## config.mk

```make
export PLATFORM = sky130hd
export DESIGN_NAME = lru_page_replacement_flat
export DESIGN_NICKNAME = d
export VERILOG_FILES = /design/src/rtl/lrupr_pkg.sv /design/src/rtl/lrupr_req_if.sv /design/src/rtl/lrupr_rsp_if.sv /design/src/rtl/lru_page_replacement.sv /design/src/flat_wrapper.sv
export SDC_FILE = /design/constraint.sdc
export NUM_CORES = 1
export LEC_CHECK = 0
export BUFFER_PORTS_ARGS = -buffer_cell sky130_fd_sc_hd__buf_2
export CORE_ASPECT_RATIO = 0.75
export CORE_MARGIN = 1
export CORE_UTILIZATION = 55
export CTS_CLUSTER_SIZE = 14
export DETAILED_ROUTE_END_ITERATION = 8
export HOLD_SLACK_MARGIN = 0.12
export PLACE_DENSITY = 0.73
export SKIP_CTS_REPAIR_TIMING = 1
export SYNTH_ARGS = -nofsm -noshare
export SYNTH_HDL_FRONTEND = slang
export SYNTH_SLANG_ARGS = --single-unit
```

## constraint.sdc

```tcl
create_clock -name clk -period 5.33 [get_ports clk]
set_input_delay 0.533 -clock clk [delete_from_list [all_inputs] [get_ports clk]]
set_output_delay 0.533 -clock clk [all_outputs]
set_load 0.02 [all_outputs]
```

## src/rtl/lrupr_pkg.sv

```systemverilog
`default_nettype none

package lrupr_pkg;

    localparam int MAX_FRAMES = 8;
    localparam int PAGE_BITS  = 8;
    localparam int SLOT_W     = 3;
    localparam int RANK_W     = (MAX_FRAMES > 1) ? $clog2(MAX_FRAMES) : 1;
    localparam int FCOUNT_W   = 4;
    localparam int FAULT_W    = 16;

    localparam logic [FCOUNT_W-1:0] FCOUNT_RESET = FCOUNT_W'(4);
    localparam logic [FAULT_W-1:0]  FAULT_MAX    = {FAULT_W{1'b1}};

    typedef logic [PAGE_BITS-1:0]  page_t;
    typedef logic [RANK_W-1:0]     rank_t;
    typedef logic [SLOT_W-1:0]     slot_t;
    typedef logic [FAULT_W-1:0]    fault_t;
    typedef logic [FCOUNT_W-1:0]   fcount_t;
    typedef logic [MAX_FRAMES-1:0] frame_mask_t;

endpackage

`default_nettype wire

```

## src/rtl/lrupr_req_if.sv

```systemverilog
`default_nettype none

interface lrupr_req_if
    import lrupr_pkg::*;
();
    logic  valid;
    logic  ready;
    page_t page;
    logic  end_of_string;

    modport source (output valid, output page, output end_of_string, input ready);
    modport sink   (input valid, input page, input end_of_string, output ready);
endinterface

`default_nettype wire

```

## src/rtl/lrupr_rsp_if.sv

```systemverilog
`default_nettype none

interface lrupr_rsp_if
    import lrupr_pkg::*;
();
    logic   valid;
    logic   ready;
    logic   hit;
    slot_t  slot;
    logic   evicted_valid;
    page_t  evicted_page;
    fault_t fault_total;

    modport source (
        output valid, output hit, output slot, output evicted_valid,
        output evicted_page, output fault_total, input ready
    );
    modport sink (
        input valid, input hit, input slot, input evicted_valid,
        input evicted_page, input fault_total, output ready
    );
endinterface

`default_nettype wire

```

## src/rtl/lru_page_replacement.sv

```systemverilog
`default_nettype none

// Fully associative LRU page cache model. Each transfer on req carries one page
// reference and yields exactly one transfer on rsp reporting hit or fault, the
// frame used, any evicted page and the saturating fault total of the current
// string. A new reference is taken on every clock cycle while req is not stalled;
// it is held in the input register, and its result is loaded into the result
// register and offered on rsp from then on. The work in between is the parallel
// compare of all frames together with the recency rank update. Back-pressure on
// rsp stalls req only once both registers are full. A reference marked
// end_of_string clears all frames and the fault total after its own result. The
// frame count is written through cfg_wr_en and cfg_wr_data; the user must write
// it only while no reference is in flight, which the block does not enforce.
// Zero acts as one frame and values above the capacity act as the capacity.
module lru_page_replacement
    import lrupr_pkg::*;
(
    input  wire                 clk,
    input  wire                 rst_n,
    input  wire                 cfg_wr_en,
    input  wire  [FCOUNT_W-1:0] cfg_wr_data,
    lrupr_req_if.sink           req,
    lrupr_rsp_if.source         rsp
);

    fcount_t     frame_count_reg;
    logic        in_valid_reg;
    page_t       in_page_reg;
    logic        in_eos_reg;

    page_t       frame_page_reg  [MAX_FRAMES];
    rank_t       frame_rank_reg  [MAX_FRAMES];
    rank_t       frame_rank_next [MAX_FRAMES];
    frame_mask_t frame_valid_reg;
    frame_mask_t frame_valid_next;
    fault_t      fault_count_reg;
    fault_t      fault_count_next;

    logic        out_valid_reg;
    logic        out_hit_reg;
    slot_t       out_slot_reg;
    logic        out_ev_valid_reg;
    page_t       out_ev_page_reg;
    fault_t      out_fault_reg;

    logic        accept;
    logic        advance;

    frame_mask_t active_mask;
    frame_mask_t match_mask;
    frame_mask_t hit_sel;
    frame_mask_t empty_sel;
    frame_mask_t oldest_sel;
    frame_mask_t sel;
    logic        hit;
    logic        found_empty;
    slot_t       slot;
    rank_t       sel_rank;
    page_t       ev_page;

    assign advance   = in_valid_reg && (!out_valid_reg || rsp.ready);
    assign req.ready = !in_valid_reg || advance;
    assign accept    = req.valid && req.ready;

    always_comb
    begin
        logic found_h;
        logic found_e;
        logic oldest_ok;
        found_h     = 1'b0;
        found_e     = 1'b0;
        hit_sel     = '0;
        empty_sel   = '0;
        oldest_sel  = '0;
        active_mask = '0;
        match_mask  = '0;
        for (int j = 0; j < MAX_FRAMES; j++)
        begin
            active_mask[j] = (j == 0) || (int'(frame_count_reg) > j);
            match_mask[j]  = active_mask[j] && frame_valid_reg[j]
                             && (frame_page_reg[j] == in_page_reg);
        end
        for (int j = 0; j < MAX_FRAMES; j++)
        begin
            if (!found_h && match_mask[j])
            begin
                hit_sel[j] = 1'b1;
                found_h    = 1'b1;
            end
            if (!found_e && active_mask[j] && !frame_valid_reg[j])
            begin
                empty_sel[j] = 1'b1;
                found_e      = 1'b1;
            end
        end
        for (int j = 0; j < MAX_FRAMES; j++)
        begin
            oldest_ok = active_mask[j];
            for (int k = 0; k < MAX_FRAMES; k++)
            begin
                if (k != j && active_mask[k])
                begin
                    if (k < j)
                    begin
                        oldest_ok = oldest_ok && (frame_rank_reg[j] > frame_rank_reg[k]);
                    end
                    else
                    begin
                        oldest_ok = oldest_ok && (frame_rank_reg[j] >= frame_rank_reg[k]);
                    end
                end
            end
            oldest_sel[j] = oldest_ok;
        end
        hit         = found_h;
        found_empty = found_e;
    end

    always_comb
    begin
        if (hit)
        begin
            sel = hit_sel;
        end
        else if (found_empty)
        begin
            sel = empty_sel;
        end
        else
        begin
            sel = oldest_sel;
        end
        slot     = '0;
        sel_rank = '0;
        ev_page  = '0;
        for (int j = 0; j < MAX_FRAMES; j++)
        begin
            if (sel[j])
            begin
                slot     = slot | SLOT_W'(j);
                sel_rank = sel_rank | frame_rank_reg[j];
                ev_page  = ev_page | frame_page_reg[j];
            end
        end
        if (hit || found_empty)
        begin
            ev_page = '0;
        end
    end

    always_comb
    begin
        frame_valid_next = frame_valid_reg | sel;
        fault_count_next = fault_count_reg;
        if (!hit && (fault_count_reg != FAULT_MAX))
        begin
            fault_count_next = fault_count_reg + FAULT_W'(1);
        end
        for (int j = 0; j < MAX_FRAMES; j++)
        begin
            frame_rank_next[j] = frame_rank_reg[j];
            if (sel[j])
            begin
                frame_rank_next[j] = '0;
            end
            else if (frame_valid_reg[j] && (found_empty && !hit || frame_rank_reg[j] < sel_rank))
            begin
                frame_rank_next[j] = frame_rank_reg[j] + RANK_W'(1);
            end
        end
    end

    always_ff @(posedge clk or negedge rst_n)
    begin
        if (!rst_n)
        begin
            frame_count_reg <= FCOUNT_RESET;
            in_valid_reg    <= 1'b0;
            out_valid_reg   <= 1'b0;
            frame_valid_reg <= '0;
            fault_count_reg <= '0;
            for (int j = 0; j < MAX_FRAMES; j++)
            begin
                frame_rank_reg[j] <= '0;
            end
        end
        else
        begin
            if (cfg_wr_en)
            begin
                frame_count_reg <= cfg_wr_data;
            end
            if (accept)
            begin
                in_valid_reg <= 1'b1;
            end
            else if (advance)
            begin
                in_valid_reg <= 1'b0;
            end
            if (advance)
            begin
                out_valid_reg <= 1'b1;
            end
            else if (rsp.ready)
            begin
                out_valid_reg <= 1'b0;
            end
            if (advance)
            begin
                if (in_eos_reg)
                begin
                    frame_valid_reg <= '0;
                    fault_count_reg <= '0;
                    for (int j = 0; j < MAX_FRAMES; j++)
                    begin
                        frame_rank_reg[j] <= '0;
                    end
                end
                else
                begin
                    frame_valid_reg <= frame_valid_next;
                    fault_count_reg <= fault_count_next;
                    for (int j = 0; j < MAX_FRAMES; j++)
                    begin
                        frame_rank_reg[j] <= frame_rank_next[j];
                    end
                end
            end
        end
    end

    always_ff @(posedge clk)
    begin
        if (accept)
        begin
            in_page_reg <= req.page;
            in_eos_reg  <= req.end_of_string;
        end
        if (advance)
        begin
            out_hit_reg      <= hit;
            out_slot_reg     <= slot;
            out_ev_valid_reg <= !hit && !found_empty;
            out_ev_page_reg  <= ev_page;
            out_fault_reg    <= fault_count_next;
            for (int j = 0; j < MAX_FRAMES; j++)
            begin
                if (sel[j] && !hit)
                begin
                    frame_page_reg[j] <= in_page_reg;
                end
            end
        end
    end

    assign rsp.valid         = out_valid_reg;
    assign rsp.hit           = out_hit_reg;
    assign rsp.slot          = out_slot_reg;
    assign rsp.evicted_valid = out_ev_valid_reg;
    assign rsp.evicted_page  = out_ev_page_reg;
    assign rsp.fault_total   = out_fault_reg;

`ifndef ASSERT_OFF
    a_eos_clears: assert property (@(posedge clk) disable iff (!rst_n)
        (advance && in_eos_reg) |=> (frame_valid_reg == '0 && fault_count_reg == '0))
        else $error("frames not cleared after end of string");

    a_fault_monotonic: assert property (@(posedge clk) disable iff (!rst_n)
        (advance && !in_eos_reg) |=> (fault_count_reg >= $past(fault_count_reg)))
        else $error("fault total decreased within a string");

    a_item_held: assert property (@(posedge clk) disable iff (!rst_n)
        (in_valid_reg && !advance) |=> (in_valid_reg && $stable(in_page_reg)))
        else $error("stalled reference lost");

    a_no_evict_on_hit: assert property (@(posedge clk) disable iff (!rst_n)
        (out_valid_reg && (out_hit_reg || !out_ev_valid_reg)) |-> (out_ev_page_reg == '0))
        else $error("evicted page reported without eviction");
`endif

endmodule

`default_nettype wire
```

## src/flat_wrapper.sv

```systemverilog
// flat-port wrapper written by rule: the top's interface ports become plain ports
module lru_page_replacement_flat import lrupr_pkg::*;
  (clk, rst_n, cfg_wr_en, cfg_wr_data, req_valid, req_page, req_end_of_string, req_ready, rsp_valid, rsp_hit, rsp_slot, rsp_evicted_valid, rsp_evicted_page, rsp_fault_total, rsp_ready);
  lrupr_req_if req_i ();
  lrupr_rsp_if rsp_i ();
  input  wire clk;
  input  wire rst_n;
  input  wire cfg_wr_en;
  input  wire  [FCOUNT_W-1:0] cfg_wr_data;
  input wire logic [$bits(req_i.valid)-1:0] req_valid;
  input wire logic [$bits(req_i.page)-1:0] req_page;
  input wire logic [$bits(req_i.end_of_string)-1:0] req_end_of_string;
  output wire logic [$bits(req_i.ready)-1:0] req_ready;
  output wire logic [$bits(rsp_i.valid)-1:0] rsp_valid;
  output wire logic [$bits(rsp_i.hit)-1:0] rsp_hit;
  output wire logic [$bits(rsp_i.slot)-1:0] rsp_slot;
  output wire logic [$bits(rsp_i.evicted_valid)-1:0] rsp_evicted_valid;
  output wire logic [$bits(rsp_i.evicted_page)-1:0] rsp_evicted_page;
  output wire logic [$bits(rsp_i.fault_total)-1:0] rsp_fault_total;
  input wire logic [$bits(rsp_i.ready)-1:0] rsp_ready;
  assign req_i.valid = req_valid;
  assign req_i.page = req_page;
  assign req_i.end_of_string = req_end_of_string;
  assign req_ready = req_i.ready;
  assign rsp_valid = rsp_i.valid;
  assign rsp_hit = rsp_i.hit;
  assign rsp_slot = rsp_i.slot;
  assign rsp_evicted_valid = rsp_i.evicted_valid;
  assign rsp_evicted_page = rsp_i.evicted_page;
  assign rsp_fault_total = rsp_i.fault_total;
  assign rsp_i.ready = rsp_ready;
  lru_page_replacement u_core (.clk(clk), .rst_n(rst_n), .cfg_wr_en(cfg_wr_en), .cfg_wr_data(cfg_wr_data), .req(req_i), .rsp(rsp_i));
endmodule
```

==> flow_summary.ini <==
[synthesis]
syn-num-nets = 1126
synth_edf_count = 102
ys_ff_latch = 156
syn-cell-area_mm2 = 0.0104
synthArstFlopShare = 0.346
avgSynthCellArea_um2 = 10.4
syn_inst = 999
seq_area_frac_synth = 0.423
ys_types = 84
synthFlopType = edfxtp_1
ys_warn_count = 0

[cts]
cts_htree_levels = 4
cts_made_buffers = 17
cts_tree = yes
cts_sinks = 156
clk_pin_slew_ns = 0.08
insertion_delay_ns = 0.43
cts_root_buffer = clkbuf_16
cts_buffer_depth = 2

[power]
vdd_drop_max_uv = 222
leakagePower_nw = 4.86
cellPowerDensity_mw_per_mm2 = 403

[cells_and_area]
syn_to_final_growth_pct = 13.9
final_cell_mix = 109 x ha_1, 102 x edfxtp_1, 70 x nand2_1, 59 x buf_4, 58 x a21oi_1
num_antenna_cells = 0
stdcell_count = 1348
final_nets = 1215
drive_above_1_share = 0.161
design_area_mm2 = 0.0119
layout_commonest_cell = ha_1
largest_reg_flops = 64
final_core_util = 0.642

[drt]
viasPerCell = 6.67
dr.first_iter.drc_count = 1382
drc = 0
drt-pass1-iter-count = 7
postRouteAntennaNets = 0
drt_wl_total_mm = 31.3
wl_per_cell_um = 23.3
vias = 8987

[status]
status = finished, final reports clean

[global_routing]
antenna_found_initial = 0
grt_max_degree = 71
grt_pass1_wl_mm = 47.9
track_usage = 0.327
grt_pass1_vias = 8115
grt.overflow.total = 0

[sta]
setup_tns_ns = 0
tightest_slew_ns = 1.07
slew_headroom = 0.281
fmax_mhz = 201
hold_viol_final = 0
final_max_slew_viol_count = 0
rsz0062_at_grt = no
finalCriticalPeriod_ns = 4.98
setup_violations = 0
finClkSkew_ns = 0.0196
timing.hold.ws_ns = 0.259
period_share = 0.934

[floorplanning]
dieArea_mm2 = 0.0195
dieWidth_um = 161
rows = 43
core_mm2 = 0.0185
start_util = 0.564
pin_count = 49
die_y_um = 121

[job]
max_cap_violations = 0

[setup_path]
start_kind = flop
cpLargestDelayFamily = simple AND/OR/NAND/NOR gates
cp.required_ns = 5.63
crit_buf_inv = 2
arrival_ns = 5.28
max_stage_delay_ns = 0.70
critical-path-slowest-cell = dfrtp_1
criticalPathCategory = reg -> reg
crit_chain = inv_1 > and2_1 > or3b_2 > nor4_1 > a31oi_1 > o21ai_1 > buf_4 > a222oi_1 > and3_2 > ha_1 > a21o_1 > a21oi_1 > o21ai_1 > a21oi_1 > o21ai_0 > mux2_2
path_max_fanout = 16
crit_path_end_kind = flop

[placed_design]
dpl_cell_area_mm2 = 0.0111
port_buffers = 48
dp.cells = 1294
place_hpwl_mm = 22.4
place_congestion = 1.02

[min_path]
hp-class = in -> async
## final timing paths
path                                      startpoint                   endpoint  slack (ns)  cells past startpoint
max                        u_core.frame_count_reg[3]  u_core.frame_rank_reg[15]        0.35                     16
min                                            rst_n  u_core.frame_rank_reg[13]        0.26                      2
max reg2reg                u_core.frame_count_reg[3]  u_core.frame_rank_reg[15]        0.35                     16
min reg2reg                      u_core.in_valid_reg           u_core.rsp.valid        0.49                      1
max in group asynchronous                      rst_n           u_core.rsp.valid        4.57                      2
min in group clk                         req_page[3]      u_core.in_page_reg[3]        0.28                      1
## through the flow
stage	total power, mW	setup WS (ns)
global route	5.05	0.0631
CTS	4.70	0.191
detailed placement	3.51	0.215
finish	4.79	0.351
floorplan	2.88	0.858
global placement	3.46	0.386
## cell type report
class                           count  area (um^2)
Sequential cell                   156         4420
Fill cell                        1498         6630
Inverter                           37          144
Clock inverter                     14          135
Timing Repair Buffer              110          743
Clock buffer                       18          429
Tap cell                          247          309
Multi-Input combinational cell    766         5710
## synth_stat cells, types with 9 or more instances
master / n / area, um^2
inv_1: 35 / 131
edfxtp_1: 102 / 3060
xnor2_1: 50 / 438
nor2b_1: 20 / 125
a22oi_1: 9 / 67.6
o21ai_1: 9 / 45.0
ha_1: 109 / 1360
nand3b_1: 10 / 75.1
nor2_1: 37 / 139
nand4_1: 17 / 106
dfrtp_1: 53 / 1330
a22o_1: 10 / 87.6
clkbuf_1: 25 / 93.8
a31oi_1: 25 / 156
a21o_1: 10 / 75.1
o21ai_0: 49 / 245
nand2_1: 70 / 263
a21oi_1: 58 / 290
nand2b_1: 13 / 81.3
nor4_1: 16 / 100
and3_1: 17 / 106
nand3_1: 33 / 165
nor3_1: 19 / 95.1
a222oi_1: 20 / 200
xor2_1: 28 / 245
and2_1: 12 / 75.1
## per-layer routing
layer,GRT usage,part of all wire,vias up
li1,-,-,4031
met2,0.450,0.40,625
met3,0.0926,0.14,84
met5,0,0,-
met4,0.106,0.029,0
met1,0.489,0.43,4247
## power by group
group | internal [mW] | switching (mW)
clock network | 0.655 | 0.541
logic | 0.786 | 1.19
registers | 1.42 | 0.197
total | 2.86 | 1.92
## cells by family (layout without fill, tap and decap cells)
| logic type | Yosys count | count (layout) | share of synthesized area |
|---|---|---|---|
| simple gates | 302 | 302 | 0.160 |
| compound gates | 269 | 269 | 0.179 |
| flops | 156 | 156 | 0.423 |
| fa+ha+maj | 109 | 109 | 0.131 |
| xor+xnor | 78 | 78 | 0.0655 |
| buf+inv | 77 | 179 | 0.0329 |
| mux | 8 | 8 | 0.00840 |
Note: power is estimated with default switching activity, not from simulation.
